`src/rtl/tmr_pkg.sv`:
```
// Shared types, codes and helpers for the divider timer.
package tmr_pkg;

    localparam logic [15:0] CLOCK_RESET = 16'hA700;
    localparam logic [15:0] CLOCK_STEP  = 16'd4;
    localparam int          ENABLE_IDX  = 2;
    localparam logic [7:0]  COUNT_MAX   = 8'hFF;

    typedef enum logic [1:0] {
        OP_TICK  = 2'd0,
        OP_READ  = 2'd1,
        OP_WRITE = 2'd2
    } op_t;

    typedef enum logic [1:0] {
        ADDR_DIV  = 2'd0,
        ADDR_CNT  = 2'd1,
        ADDR_MOD  = 2'd2,
        ADDR_CTRL = 2'd3
    } addr_t;

    typedef enum logic [1:0] {
        MODE_BIT9 = 2'd0,
        MODE_BIT3 = 2'd1,
        MODE_BIT5 = 2'd2,
        MODE_BIT7 = 2'd3
    } mode_t;

    typedef struct packed {
        op_t        op;
        addr_t      addr;
        logic [7:0] write_data;
    } item_t;

    typedef struct packed {
        logic       timer_interrupt;
        logic [7:0] read_data;
    } result_t;

    // Returns the clock bit that the mode field of a control byte selects.
    function automatic logic sel_bit(input logic [15:0] clk, input logic [7:0] ctrl);
        logic bit_val;
        case (mode_t'(ctrl[1:0]))
            MODE_BIT9: bit_val = clk[9];
            MODE_BIT3: bit_val = clk[3];
            MODE_BIT5: bit_val = clk[5];
            MODE_BIT7: bit_val = clk[7];
            default:   bit_val = 1'b0;
        endcase
        return bit_val;
    endfunction

endpackage

```
`src/rtl/tmr_core.sv`:
```
// Timer state registers and the single-pass update for one item.
module tmr_core (
    input  logic             aclk,
    input  logic             aresetn,
    input  logic             fire,
    input  tmr_pkg::item_t   item,
    output tmr_pkg::result_t res
);

    logic [15:0] clock_reg, clock_next;
    logic [7:0]  counter_reg, counter_next;
    logic [7:0]  modulo_reg, modulo_next;
    logic [7:0]  control_reg, control_next;
    logic        pending_reg, pending_next;

    logic [15:0] clock_step;
    logic [7:0]  cnt_base;
    logic        pend_base;
    logic        bump;
    logic        enabled;

    assign enabled    = control_reg[tmr_pkg::ENABLE_IDX];
    assign clock_step = clock_reg + tmr_pkg::CLOCK_STEP;

    always_comb begin
        clock_next          = clock_reg;
        modulo_next         = modulo_reg;
        control_next        = control_reg;
        cnt_base            = counter_reg;
        pend_base           = pending_reg;
        bump                = 1'b0;
        res.read_data       = 8'd0;
        res.timer_interrupt = 1'b0;
        case (item.op)
            tmr_pkg::OP_TICK: begin
                if (pending_reg) begin
                    pend_base           = 1'b0;
                    cnt_base            = modulo_reg;
                    res.timer_interrupt = 1'b1;
                end
                bump = enabled && tmr_pkg::sel_bit(clock_reg, control_reg)
                       && !tmr_pkg::sel_bit(clock_step, control_reg);
                clock_next = clock_step;
            end
            tmr_pkg::OP_READ: begin
                case (item.addr)
                    tmr_pkg::ADDR_DIV:  res.read_data = clock_reg[15:8];
                    tmr_pkg::ADDR_CNT:  res.read_data = counter_reg;
                    tmr_pkg::ADDR_MOD:  res.read_data = modulo_reg;
                    tmr_pkg::ADDR_CTRL: res.read_data = control_reg;
                    default:            res.read_data = 8'd0;
                endcase
            end
            tmr_pkg::OP_WRITE: begin
                case (item.addr)
                    tmr_pkg::ADDR_DIV: begin
                        clock_next = 16'd0;
                        bump = enabled && tmr_pkg::sel_bit(clock_reg, control_reg);
                    end
                    tmr_pkg::ADDR_CNT:  cnt_base    = item.write_data;
                    tmr_pkg::ADDR_MOD:  modulo_next = item.write_data;
                    tmr_pkg::ADDR_CTRL: begin
                        control_next = item.write_data;
                        bump = enabled && tmr_pkg::sel_bit(clock_reg, control_reg)
                               && !tmr_pkg::sel_bit(clock_reg, item.write_data);
                    end
                    default: ;
                endcase
            end
            default: ;
        endcase

        counter_next = cnt_base;
        pending_next = pend_base;
        if (bump) begin
            if (cnt_base == tmr_pkg::COUNT_MAX) begin
                counter_next = 8'd0;
                pending_next = 1'b1;
            end else begin
                counter_next = cnt_base + 8'd1;
            end
        end
    end

    always_ff @(posedge aclk) begin
        if (!aresetn) begin
            clock_reg   <= tmr_pkg::CLOCK_RESET;
            counter_reg <= 8'd0;
            modulo_reg  <= 8'd0;
            control_reg <= 8'd0;
            pending_reg <= 1'b0;
        end else if (fire) begin
            clock_reg   <= clock_next;
            counter_reg <= counter_next;
            modulo_reg  <= modulo_next;
            control_reg <= control_next;
            pending_reg <= pending_next;
        end
    end

`ifndef SYNTHESIS
    a_tick_irq: assert property (@(posedge aclk) disable iff (!aresetn)
        fire && item.op == tmr_pkg::OP_TICK && pending_reg |-> res.timer_interrupt)
        else $error("Pending overflow did not raise the interrupt on a tick.");

    a_div_clear: assert property (@(posedge aclk) disable iff (!aresetn)
        fire && item.op == tmr_pkg::OP_WRITE && item.addr == tmr_pkg::ADDR_DIV
        |=> clock_reg == 16'd0)
        else $error("Divider write did not clear the clock.");

    a_tick_step: assert property (@(posedge aclk) disable iff (!aresetn)
        fire && item.op == tmr_pkg::OP_TICK
        |=> clock_reg == $past(clock_reg) + tmr_pkg::CLOCK_STEP)
        else $error("Tick did not advance the clock by one step.");

    a_idle_hold: assert property (@(posedge aclk) disable iff (!aresetn)
        !fire |=> $stable(counter_reg) && $stable(pending_reg) && $stable(clock_reg))
        else $error("Timer state changed without an item.");
`endif

endmodule

```
`src/rtl/divider_timer_with_edge_glitches.sv`:
```
// A result passes the input register and then the result register before it is valid; a stall on
// m_tready can hold it in either. Throughput: one item per clock while m_tready is high; the input
// register refills while the result register drains.
// s_tready drops only when both stages hold items and the downstream side is not ready.
// Reset: synchronous active-low aresetn empties both stages and sets the clock to 0xA700,
// with counter, modulo, control and the pending overflow cleared.
module divider_timer_with_edge_glitches (
    input  logic        aclk,
    input  logic        aresetn,
    input  logic        s_tvalid,
    output logic        s_tready,
    input  logic [15:0] s_tdata,  // address [1:0], write_data [9:2], zero [15:10]
    input  logic [1:0]  s_tuser,  // operation [1:0]
    output logic        m_tvalid,
    input  logic        m_tready,
    output logic [15:0] m_tdata   // read_data [7:0], timer_interrupt [8], zero [15:9]
);

    logic             in_valid_reg, in_valid_next;
    tmr_pkg::item_t   in_item_reg;
    logic             out_valid_reg, out_valid_next;
    tmr_pkg::result_t out_res_reg;
    tmr_pkg::result_t core_res;
    logic             advance;
    logic             fire;
    logic             s_accept;

    assign advance  = !out_valid_reg || m_tready;
    assign fire     = in_valid_reg && advance;
    assign s_tready = !in_valid_reg || advance;
    assign s_accept = s_tvalid && s_tready;

    always_comb begin
        in_valid_next = in_valid_reg;
        if (s_accept) begin
            in_valid_next = 1'b1;
        end else if (fire) begin
            in_valid_next = 1'b0;
        end
        out_valid_next = out_valid_reg;
        if (fire) begin
            out_valid_next = 1'b1;
        end else if (m_tready) begin
            out_valid_next = 1'b0;
        end
    end

    always_ff @(posedge aclk) begin
        if (!aresetn) begin
            in_valid_reg  <= 1'b0;
            out_valid_reg <= 1'b0;
        end else begin
            in_valid_reg  <= in_valid_next;
            out_valid_reg <= out_valid_next;
        end
    end

    always_ff @(posedge aclk) begin
        if (s_accept) begin
            in_item_reg.op         <= tmr_pkg::op_t'(s_tuser);
            in_item_reg.addr       <= tmr_pkg::addr_t'(s_tdata[1:0]);
            in_item_reg.write_data <= s_tdata[9:2];
        end
        if (fire) begin
            out_res_reg <= core_res;
        end
    end

    tmr_core u_core (
        .aclk    (aclk),
        .aresetn (aresetn),
        .fire    (fire),
        .item    (in_item_reg),
        .res     (core_res)
    );

    assign m_tvalid = out_valid_reg;
    assign m_tdata  = {7'd0, out_res_reg.timer_interrupt, out_res_reg.read_data};

endmodule

```
`config.mk`:
```
export PLATFORM = sky130hd
export DESIGN_NAME = divider_timer_with_edge_glitches
export DESIGN_NICKNAME = d
export VERILOG_FILES = /design/src/rtl/tmr_pkg.sv /design/src/rtl/tmr_core.sv /design/src/rtl/divider_timer_with_edge_glitches.sv
export SDC_FILE = /design/constraint.sdc
export NUM_CORES = 1
export LEC_CHECK = 0
export ABC_AREA = 1
export BUFFER_PORTS_ARGS = -buffer_cell sky130_fd_sc_hd__buf_4
export CAP_MARGIN = 0
export CORE_ASPECT_RATIO = 0.8
export CORE_MARGIN = 4
export CORE_UTILIZATION = 45
export CTS_BUF_LIST = sky130_fd_sc_hd__clkbuf_16
export DETAILED_ROUTE_END_ITERATION = 6
export GPL_ROUTABILITY_DRIVEN = 0
export RECOVER_POWER = 25
export SLEW_MARGIN = 20
export SYNTH_ARGS = -nofsm -noshare
export SYNTH_HDL_FRONTEND = slang
export SYNTH_SLANG_ARGS = --single-unit
```
`constraint.sdc`:
```
create_clock -name aclk -period 4.56 [get_ports aclk]
set_input_delay 0.228 -clock aclk [delete_from_list [all_inputs] [get_ports aclk]]
set_output_delay 0.228 -clock aclk [all_outputs]
set_load 0.05 [all_outputs]
```
==> results of run 1 <==
==> metrics by stage <==
step / setup slack, ps / cell area [um2]
after floorplan: 2460 / 3820
after global placement: 1890 / 3990
after detailed placement: 1870 / 3990
after CTS: 1860 / 4250
after global routing: 1490 / 4210
final: 1850 / 4210
==> cells by family after synthesis <==
family,count (synthesis),share of synthesized area (%)
simple gates,266,36.6
compound gates,80,11.8
buf+inv,80,10.2
flops,62,38.2
fa+ha+maj,7,2.31
xor+xnor,3,0.693
other cells,1,0.0988
==> power by group through the flow <==
stage	Clock [mW]	Combinational, mW	Sequential, mW
5_1_grt	0.631	0.190	0.614
4_1_cts	0.601	0.175	0.612
3_3_place_gp	0	0.172	0.623
2_1_floorplan	0	0.128	0.630
6_report	0.590	0.171	0.612
3_5_place_dp	0	0.174	0.623
==> critical path: stages (launching register included) <==
cell and delay [ps]:
sky130_fd_sc_hd__edfxtp_1 410, sky130_fd_sc_hd__inv_1 120, sky130_fd_sc_hd__ha_1 540, sky130_fd_sc_hd__inv_1 240, sky130_fd_sc_hd__nand2_1 170, sky130_fd_sc_hd__nand3_4 90, sky130_fd_sc_hd__nand3_4 100, sky130_fd_sc_hd__ha_1 150
sky130_fd_sc_hd__inv_1 70, sky130_fd_sc_hd__nor2_4 150, sky130_fd_sc_hd__nand2_4 70, sky130_fd_sc_hd__inv_2 70, sky130_fd_sc_hd__nand2_4 70, sky130_fd_sc_hd__nand2_1 70, sky130_fd_sc_hd__nand2_1 50, sky130_fd_sc_hd__nand2_1 50
sky130_fd_sc_hd__nand3_1 60, sky130_fd_sc_hd__nand2_1 90, sky130_fd_sc_hd__inv_1 40
==> layer usage <==
metal	up-vias	wire, um	global-route usage (%)
li1	1645	-	-
met1	1512	4500	27.4
met2	115	3820	27.9
met3	16	632	5.17
met4	0	185	6.67
met5	-	0	0
==> cell type report <==
cell class	instances	share of cell area, %
Sequential cell	62	34.5
Clock inverter	7	0.802
Clock buffer	9	5.35
Inverter	59	5.41
Tap cell	108	3.21
Timing Repair Buffer	26	3.74
Multi-Input combinational cell	363	47.0
==> synth_stat cells (2+ instances only) <==
library cell	count	area, um2
sky130_fd_sc_hd__or2_2	2	12.5
sky130_fd_sc_hd__inv_4	2	12.5
sky130_fd_sc_hd__o21ai_0	31	155
sky130_fd_sc_hd__edfxtp_1	21	631
sky130_fd_sc_hd__nor2_1	47	176
sky130_fd_sc_hd__inv_2	4	15.0
sky130_fd_sc_hd__a31oi_1	8	50.1
sky130_fd_sc_hd__nand3_2	12	120
sky130_fd_sc_hd__nor2_2	8	50.1
sky130_fd_sc_hd__buf_4	8	60.1
sky130_fd_sc_hd__o21ai_1	2	10.0
sky130_fd_sc_hd__nor3_1	6	30.0
sky130_fd_sc_hd__a21oi_2	3	26.3
sky130_fd_sc_hd__dfxtp_1	41	821
sky130_fd_sc_hd__clkbuf_8	4	55.1
sky130_fd_sc_hd__xnor2_1	2	17.5
sky130_fd_sc_hd__nand2_4	7	78.8
sky130_fd_sc_hd__clkinv_1	2	7.51
sky130_fd_sc_hd__nand2_2	13	81.3
sky130_fd_sc_hd__ha_1	7	87.6
sky130_fd_sc_hd__inv_1	50	188
sky130_fd_sc_hd__nand3_4	4	70.1
sky130_fd_sc_hd__nand2_1	120	450
sky130_fd_sc_hd__nand3_1	34	170
sky130_fd_sc_hd__nor2_8	2	40.0
sky130_fd_sc_hd__buf_2	2	10.0
sky130_fd_sc_hd__nor2_4	5	56.3
sky130_fd_sc_hd__a21oi_1	31	155
sky130_fd_sc_hd__clkbuf_1	5	18.8
==> worst max-delay path by stage <==
| stage | from | to | slack [ps] |
|---|---|---|---|
| floorplan | in_item_reg[8] | u_core.counter_reg[7] | 2460 |
| detailed placement | in_item_reg[9] | u_core.counter_reg[7] | 1870 |
| global route | in_item_reg[9] | u_core.counter_reg[7] | 1490 |
| CTS | in_item_reg[9] | u_core.counter_reg[7] | 1860 |
| global placement | in_item_reg[9] | u_core.counter_reg[7] | 1890 |
| finish | in_item_reg[9] | u_core.counter_reg[7] | 1850 |
==> results.md, run 1 <==
Route:
- The number of antenna-violating nets in the routed design is 0.
- The number of remaining DRC errors is 0.
- The detail-routed via count per cell is 5.19.
- The wire length per cell is 14.4 um.
- In this run, the number of DRC markers left after iteration 0 of detailed routing was 181.
- The via count is 3,288.
- The total wire length after detailed routing is 9140 um.
- The pre-antenna-repair detailed-routing pass consisted of 5 iterations.

Layout:
- The number of flip-flops under the largest register name is 14.
- The total area of sequential cells is 1450 um2.
- The number of antenna diodes in the final layout is 0.
- At the end of the flow the core is filled with cells to 52.3%.
- The top cell types in the final layout, fill and taps aside, are 120 x sky130_fd_sc_hd__nand2_1, 52 x sky130_fd_sc_hd__inv_1, 47 x sky130_fd_sc_hd__nor2_1.
- In the final layout, the multi-input gates occupy 1980 um2.
- The layout has 791 filler cells.
- The number of nets in the final layout is 550.
- In the final layout, the share of cells above drive strength 1 is 18.4%.
- The final standard cell count with taps included and fillers excluded is 634.
- The most frequent standard cell in the layout excluding fill and tap cells is sky130_fd_sc_hd__nand2_1.
- The layout overhead on the synthesized area is 10.9%.

Synth:
- The number of library cell types mapped by synthesis is 45.
- Sequential cells were found to cover 38.2% of the synthesized design area.
- The number of flip-flops and latches in the synthesized netlist is 62.
- The synthesized cell area is 3790 um2.
- After technology mapping, the gate count stands at 499.
- The synthesized design contains 21 enable-type register cells.
- A synthesized cell averages 7.60 um2.
- During synthesis, Yosys emitted a total of 0 warnings.
- The most frequently used flop master after synthesis is sky130_fd_sc_hd__dfxtp_1.
- The async set-reset flop share out of synthesis is 0%.

Pwr:
- The clock network accounts for 43.0% of the total power.
- The switching part of the total power is 27.3%.
- Cell internal power was estimated by the tool at 998 uW.
- The analysis attributes to cell leakage a power of 1.81 nW.
- The ratio of total power to cell area is 326 nW/um2.
- The sequential power share is 44.6%.
- VDD sags by at most 182 uV.
- For this design the total switching power over the nets is 375 uW.
- The total power is 1.37 mW.
- The part of the power in combinational logic is 12.4%.

Place:
- The half-perimeter wire length of the detailed placement result is 6960 um.
- The count of buffers added on input and output ports is 26.
- The number of placed instances, taps included, is 618.

Timing:
- The final critical delay including setup and external delays is 2710 ps.
- The worst slew margin relative to its limit is 32.0%.
- The final hold violation count came to 0.
- The final period utilization is 59.4%.
- The worst hold slack is 99.4 ps.
- The total negative slack is 0 ps.
- The actual transition at the worst max-transition pin is 1020 ps.
- Setup violations remaining at the end of the flow were counted as 0.
- For the final database, setup skew stands at 3.64 ps.
- Setup repair after global routing left no endpoint under its margin.
- Derived from the worst setup path, the maximum achievable clock frequency is 369 MHz.
- The max-slew violation count is 0.

Floorplanning:
- The horizontal die dimension is 111 um.
- The region available for standard cell placement spans 8060 um2.
- The die covers 9980 um2.
- The initial core utilization is 47.1%.
- After floorplanning, the core was divided into 29 placement rows.
- The floorplan step set the die height to 90.1 um.
- The total I/O pin count is 40.

Hold path:
- The startpoint identified for the worst hold timing path is s_tdata[2].
- The worst min-delay path class is in -> reg.
- The worst-case hold path end point is in_item_reg[0].
- The cell depth of the worst min-delay path is 1.

Clock tree:
- In this run, CTS created clock tree buffers numbering 9.
- The clock transition time at the flip-flop clock pins of the worst setup and hold paths is 50 ps.
- The number of setup buffers added after CTS is 0.
- No sink is reached through more buffers than the 2 on the longest clock path.
- The clock tree synthesis step divided the H-tree into 3 levels.
- After clock tree synthesis, the repair step resized 0 gates.
- The clock tree from TritonCTS is yes.
- The number of hold buffers added after cts is 0.
- The clock reaches the later pin of the worst-skew pair after 330 ps.
- CTS saw 62 sinks.
- The root buffer cell is sky130_fd_sc_hd__clkbuf_16.

Setup path:
- Data on the critical path is required at its endpoint by 4790 ps.
- The depth of the most critical reg-to-reg path is 18.
- The setup check on the worst reg-to-reg path leaves a slack of 1850 ps.
- In this run the worst path has a maximum fanout of 17.
- In this run the critical register-to-register path is launched from in_item_reg[9].
- By startpoint and endpoint, the worst setup path is classified as reg -> reg.
- STA classifies the critical path startpoint as a register.
- In this run the critical register-to-register path is captured at u_core.counter_reg[7].
- The kind of end point of the critical path is a register.
- For the worst setup path, the data arrival time is 2930 ps.

GRT:
- The maximum number of pins on one net before global-route repair is 25.
- The global-route congestion overflow total is 0.
- The initial antenna violation count is 0.
- The first global-routing pass estimated 15,400 um of wire.
- Global routing used 19.2% of the available tracks.
- The number of global-route vias before repair is 3,043.

Job:
- The max-capacitance violation count is 0.

Run status:
- The flow ran to the end, and the final reports show no timing, DRC or antenna violations.
Power figures use the tool's default switching activity.
==> run 2, diff against run 1 <==
clock period = 2.75 ns   (was 4.56 ns; I/O delays follow)
==> results.md, run 2 (synthesis gave the netlist of run 1 again) <==
Run status:
- The flow ran to the end, and the final reports show no timing, DRC or antenna violations.

Job:
- The max-capacitance violation count is 0 (unchanged).

Timing:
- The post-layout worst setup margin was 382 ps (-1470 ps).
- The final critical delay including setup and external delays is 2370 ps (-339 ps).
- The final-report setup violation count is 0 (unchanged).
- The actual transition at the worst max-transition pin is 626 ps (-394 ps).
- Setup repair after global routing left no endpoint under its margin.
- The timing-limited maximum frequency is 422 MHz (+14%).
- The total negative slack is 0 ps (unchanged).
- The worst slew margin relative to its limit came to 58.2% (+26 points).
- The final hold violation count is 0 (unchanged).
- The final period utilization came to 86.1% (+27 points).
- The post-route clock skew is 7.61 ps (+3.97 ps).
- The max-slew violation count is 0 (unchanged).

Layout:
- The fraction of layout cells with a size suffix above 1 is 19.0% (+0.61 points).
- The total non-filler cell area in the finished layout is 4410 um2 (+4.8%).
- The number of nets in the final layout is 570 (+3.6%).
- Compared with the post-synthesis result, the final layout area differs by 16.3%.
- The library cells used most frequently in the layout, excluding fill and tap cells, are 121 x sky130_fd_sc_hd__nand2_1, 52 x sky130_fd_sc_hd__inv_1, 47 x sky130_fd_sc_hd__nor2_1.
- The number of diodes is 0 (unchanged).
- The utilization after layout came to 54.8% (+2.5 points).
- The number of flip-flops under the largest register name was 14 (unchanged).
- Leaving out fill and tap cells, the most frequent cell in the layout is sky130_fd_sc_hd__nand2_1.

Route:
- The via count is 3,320 (+0.97%).
- The starting DRC count in detailed routing is 192 (+6.1%).
- The wire length per cell is 14.6 um (+1.0%).
- The detail-routed via count per cell came to 5.08 (-2.1%).
- The number of antenna-violating nets in the routed design is 0 (unchanged).
- The number of optimization iterations in the first detailed-route pass was 5 (unchanged).
- The number of remaining DRC errors is 0 (unchanged).
- The total wire length after detailed routing was 9530 um (+4.2%).

Setup path:
- The arrival time of data at the critical path endpoint is 2590 ps (-340 ps).
- The source of the worst register-to-register timing path is in_item_reg[9].
- The depth of the most critical reg-to-reg path is 18 (unchanged).
- The kind of critical path is reg -> reg.
- The number of buffer and inverter instances along the worst setup path was 5 (unchanged).
- The worst-case register-to-register setup slack was 380 ps (-1470 ps).
- The most prevalent standard cell on the critical path is sky130_fd_sc_hd__nand2_1.
- The startpoint type of the worst setup path is a register.
- The maximum fanout along the worst path came to 7 (-10).
- The critical path's slowest cell is sky130_fd_sc_hd__edfxtp_1.
- The critical path goes through inv_1, ha_1, inv_1, nand2_1, nand3_4, nand3_4, ha_1, inv_1, nor2_4, nand2_4, inv_2, nand2_4, nand2_1, nand2_1, nand2_1, nand3_1, nand2_1, inv_1.
- The worst setup path is captured at a register.
- The terminus of the critical flop-to-flop path is u_core.counter_reg[7].
- Among cell families on the critical path, the largest total delay comes from simple AND/OR/NAND/NOR gates.
- The delay of the slowest cell on the worst path came to 410 ps (-130 ps).
- The worst path required time is 2970 ps (-1820 ps).

GRT:
- The overall routing resource usage is 19.8% (+0.56 points).
- The maximum number of pins on one net before global-route repair is 25 (unchanged).
- The initial antenna violation count is 0 (unchanged).
- The global-route congestion overflow total is 0 (unchanged).
- The first-pass GRT wire length was 15,800 um (+2.5%).
- The number of global-route vias before repair was 3,097 (+1.8%).

Floorplanning:
- The initial core utilization is 47.1% (unchanged).
- The y dimension of the die came to 90.1 um (unchanged).
- The area of the core region is 8060 um2 (unchanged).
- The horizontal die dimension is 111 um (unchanged).
- The count of standard-cell rows is 29 (unchanged).
- The total I/O pin count is 40 (unchanged).
- The die footprint is 9980 um2 (unchanged).

Clock tree:
- The number of buffers on the longest clock path is 2 (unchanged).
- TritonCTS built the clock tree.
- The number of sinks driven by the clock tree is 62 (unchanged).
- The clock buffer count from CTS is 9 (unchanged).
- The worst-skew pair later-pin latency was 330 ps (about the same).
- The clock transition time at the flip-flop clock pins of the worst setup and hold paths is 50 ps (about the same).
- The root buffer cell chosen for the clock tree is sky130_fd_sc_hd__clkbuf_16.
- The deepest level of the CTS H-tree was 3 (unchanged).

Hold path:
- The worst-case hold path end point is in_valid_reg.
- The source of the worst hold timing path is s_tvalid.
- The cell depth of the worst min-delay path was 3 (+2).
- In this run the worst hold path is classified as in -> reg.

Place:
- The pre-CTS worst setup slack is 394 ps (-1480 ps).
- The half-perimeter wire length of the detailed placement result is 7120 um (+2.4%).
- The number of input and output port buffers inserted is 26 (unchanged).
- The area after detailed placement is 4050 um2 (+1.5%).

Pwr:
- The leakage power figure is 1.92 nW (+5.9%).
- The maximum vdd drop was 396 uV (+120%).
- The total power is 2.40 mW (+75%).
- The ratio of total power to cell area is 544 nW/um2 (+67%).
## run 2: cell type report
cell class	instances	area (um2)
fillers	761	3640
multi-input cells	363	1980
flip-flops and latches	62	1450
repair buffers	46	342
inverters	59	228
clock buffers	9	225
well taps	108	135
clock inverters	7	56.3
## run 2: timing repair
action	in CTS	in global routing
buffers inserted	0	0
resized for setup	0	0
hold buffers	12	0
endpoints found under the hold margin	12	0
## run 2: worst register-to-register path: stages, from the launching register on
cell	delay, ps
sky130_fd_sc_hd__edfxtp_1	410
sky130_fd_sc_hd__inv_1	120
sky130_fd_sc_hd__ha_1	340
sky130_fd_sc_hd__inv_1	160
sky130_fd_sc_hd__nand2_1	140
sky130_fd_sc_hd__nand3_4	90
sky130_fd_sc_hd__nand3_4	100
sky130_fd_sc_hd__ha_1	150
sky130_fd_sc_hd__inv_1	70
sky130_fd_sc_hd__nor2_4	150
sky130_fd_sc_hd__nand2_4	70
sky130_fd_sc_hd__inv_2	70
sky130_fd_sc_hd__nand2_4	70
sky130_fd_sc_hd__nand2_1	70
sky130_fd_sc_hd__nand2_1	50
sky130_fd_sc_hd__nand2_1	60
sky130_fd_sc_hd__nand3_1	60
sky130_fd_sc_hd__nand2_1	70
sky130_fd_sc_hd__inv_1	30
## run 2: per-layer routing
metal	vias to the layer above	GRT usage [%]	routed length, um
met1	1501	28.7	4660
met2	112	29.3	4120
met3	12	4.50	633
met4	0	5.74	120
li1	1695	-	-
met5	-	0	0
## run 2: per-stage QoR
step                hold slack, ps  cells
floorplan                      236    505
global placement               315    626
detailed placement             317    626
CTS                           89.2    654
global route                   129    654
finish                        96.1    654
## run 2: power by group
part	leakage (nW)	internal, mW	switching [mW]
registers	0.533	0.982	0.0297
logic	1.24	0.0969	0.214
clock network	0.147	0.686	0.393
## run 2: how the worst max path moves through the flow
| stage | cells after the start | slack, ps | to | startpoint |
|---|---|---|---|---|
| 2_1_floorplan | 18 | 650 | u_core.counter_reg[7] | in_item_reg[8] |
| 3_3_place_gp | 18 | 430 | u_core.counter_reg[7] | in_item_reg[9] |
| 3_5_place_dp | 18 | 390 | u_core.counter_reg[7] | in_item_reg[9] |
| 4_1_cts | 18 | 380 | u_core.counter_reg[7] | in_item_reg[9] |
| 5_1_grt | 14 | 120 | u_core.counter_reg[4] | in_item_reg[9] |
| 6_report | 18 | 380 | u_core.counter_reg[7] | in_item_reg[9] |
==> run 3, diff against run 2 <==
CORE_MARGIN = unset   (was 4)
==> results.md, run 3 (synthesis gave the netlist of run 1 again) <==
Route:
- The wire length per cell came to 14.3 um (-1.7%).
- The number of antenna-violating nets in the routed design is 0 (unchanged).
- The starting DRC count in detailed routing is 311 (+62%).
- The total wire length after detailed routing came to 9340 um (-2.0%).
- The detail-routed via count per cell came to 5.14 (+1.2%).
- The number of remaining DRC errors is 0 (unchanged).
- The number of optimization iterations in the first detailed-route pass was 5 (unchanged).
- The via count is 3,350 (+0.90%).

Timing:
- The actual transition at the worst max-transition pin was 648 ps (+21.1 ps).
- The final hold violation count was 0 (unchanged).
- The post-route clock skew is 5.61 ps (-2.00 ps).
- The worst hold slack was 98.5 ps (+2.45 ps).
- The timing-limited maximum frequency came to 407 MHz (-3.5%).
- The post-layout worst setup margin came to 295 ps (-87.0 ps).
- The worst slew margin relative to its limit is 56.8% (-1.4 points).
- The final-report setup violation count is 0 (unchanged).
- The final period utilization was 89.3% (+3.2 points).
- The max-slew violation count was 0 (unchanged).
- The total negative slack is 0 ps (unchanged).
- The final critical delay including setup and external delays was 2450 ps (+87.0 ps).
- Setup repair after global routing left no endpoint under its margin.

Setup path:
- Traced cell by cell, the critical path runs through clkinv_2, nand2_1, nand2_4, nand2_4, nand2_2, nand2_4, ha_1, inv_1, nor2_4, nand2_4, inv_2, nand2_4, nand2_1, nand2_1, nand2_1, nand3_1, nand2_1, inv_1.
- The delay of the slowest cell on the worst path was 650 ps (+240 ps).
- The worst setup path is of the reg -> reg kind.
- The kind of end point of the critical path is a register.
- The maximum fanout along the worst path came to 8 (+1).
- The arrival time of data at the critical path endpoint is 2680 ps (+90 ps).
- The worst path required time is 2980 ps (about the same).
- The slowest stage of the critical path is the sky130_fd_sc_hd__edfxtp_1 cell.
- STA classifies the critical path startpoint as a register.

Clock tree:
- The number of setup buffers added after CTS is 0 (unchanged).
- The post-cts sizing count is 0 (unchanged).
- The clock transition time at the flip-flop clock pins of the worst setup and hold paths came to 60 ps (about the same).
- The worst-skew pair later-pin latency is 330 ps (about the same).
- The cell sitting at the root of the clock tree is a sky130_fd_sc_hd__clkbuf_16.
- The clock buffer count from CTS was 9 (unchanged).
- The deepest level of the CTS H-tree came to 3 (unchanged).
- TritonCTS built the clock tree.
- The number of sinks driven by the clock tree is 62 (unchanged).
- The number of buffers on the longest clock path is 2 (unchanged).

Layout:
- The layout overhead on the synthesized area is 17.2%.
- The utilization after layout is 55.2% (+0.40 points).
- Leaving out fill and tap cells, the most frequent cells in the layout are 121 x sky130_fd_sc_hd__nand2_1, 50 x sky130_fd_sc_hd__inv_1, 47 x sky130_fd_sc_hd__nor2_1.
- The number of diodes is 0 (unchanged).
- The number of flip-flops under the largest register name is 14 (unchanged).
- The number of nets in the final layout is 568 (-0.35%).
- The library cell used most frequently in the layout, excluding fill and tap cells, is sky130_fd_sc_hd__nand2_1.
- The fraction of layout cells with a size suffix above 1 was 19.5% (+0.44 points).
- The count of fill cells added during filler insertion is 763 (+0.26%).
- The final standard cell count with taps included and fillers excluded is 652 (-0.31%).

Place:
- The number of input and output port buffers inserted was 26 (unchanged).
- The post-placement cell count was 624 (-0.32%).
- The half-perimeter wire length of the detailed placement result is 7090 um (-0.43%).
- The pre-CTS worst setup slack is 331 ps (-62.4 ps).

GRT:
- The initial antenna violation count is 0 (unchanged).
- The number of global-route vias before repair is 3,181 (+2.7%).
- The overall routing resource usage is 23.1% (+3.3 points).
- The global-route congestion overflow total is 0 (unchanged).
- The maximum number of pins on one net before global-route repair is 25 (unchanged).
- The first-pass GRT wire length is 15,700 um (-0.70%).

Floorplanning:
- The total I/O pin count was 40 (unchanged).
- The y dimension of the die was 84.1 um (-6.7%).
- The die footprint is 8810 um2 (-12%).
- The area of the core region is 8060 um2 (unchanged).
- The initial core utilization is 47.1% (unchanged).
- The horizontal die dimension is 105 um (-5.4%).
- The count of standard-cell rows came to 29 (unchanged).

Pwr:
- The ratio of total power to cell area is 580 nW/um2 (+6.6%).
- The part of the power in combinational logic is 11.8% (-1.1 points).
- The internal power contribution was 1.88 mW (+6.7%).
- The part of the total power dissipated in the clock network is 48.8% (+3.9 points).
- The switching part of the total power was 27.0% (+0.45 points).
- The sequential power share was 39.4% (-2.7 points).
- The maximum vdd drop was 337 uV (-15%).
- The leakage power figure is 1.92 nW (+0.26%).
- The net switching power is 695 uW (+9.2%).

Job:
- The max-capacitance violation count is 0 (unchanged).

Run status:
- The flow ran to the end, and the final reports show no timing, DRC or antenna violations.

Hold path:
- The worst hold path belongs to the class in -> reg.
run 3: per-layer routing:
layer / part of all wire [%] / GRT usage (%)
met5: 0 / 0
met4: 1.1 / 7.17
met3: 5.6 / 3.65
met2: 43 / 35.9
met1: 50 / 33.0
run 3: timing repair:
item,in CTS,in global routing
hold buffers,12,0
setup endpoints to repair,0,0
hold endpoints to repair,12,0
run 3: final timing paths:
kind	to	depth (start not counted)	slack, ps	startpoint
worst max-delay path	u_core.counter_reg[7]	18	300	in_item_reg[10]
worst min-delay path	m_tvalid	4	100	m_tready
worst max register to register	u_core.counter_reg[7]	18	300	in_item_reg[10]
worst min register to register	u_core.control_reg[4]	2	490	u_core.control_reg[4]
run 3: cell type report:
class / instances / area, um2 / share of cell area, %
timing repair buffer: 44 / 327 / 7.34
clock buffer: 9 / 225 / 5.06
tap: 108 / 135 / 3.04
inverter: 59 / 228 / 5.12
sequential: 62 / 1450 / 32.6
multi-input combinational: 363 / 1980 / 44.5
clock inverter: 7 / 104 / 2.34
run 3: critical path, delay by kind of cell, from the launching register on:
kind / cells / cell delay, ps
flip-flops: 1 / 650
buffers and inverters: 4 / 460
adder cells (fa/ha/maj): 1 / 150
AND/OR/NAND/NOR: 13 / 1090
run 3: power by group through the flow:
| stage | Sequential [mW] | Clock (mW) | Combinational [mW] |
|---|---|---|---|
| detailed placement | 1.03 | 0 | 0.297 |
| finish | 1.01 | 1.26 | 0.305 |
| floorplan | 1.04 | 0 | 0.213 |
| CTS | 1.01 | 1.27 | 0.311 |
| global route | 1.02 | 1.32 | 0.334 |
| global placement | 1.03 | 0 | 0.292 |
run 3: metrics by stage:
| stage | cell area [um2] | power, mW |
|---|---|---|
| 2_1_floorplan | 3820 | 1.26 |
| 3_3_place_gp | 4030 | 1.32 |
| 3_5_place_dp | 4030 | 1.33 |
| 4_1_cts | 4480 | 2.60 |
| 5_1_grt | 4450 | 2.67 |
| 6_report | 4450 | 2.58 |
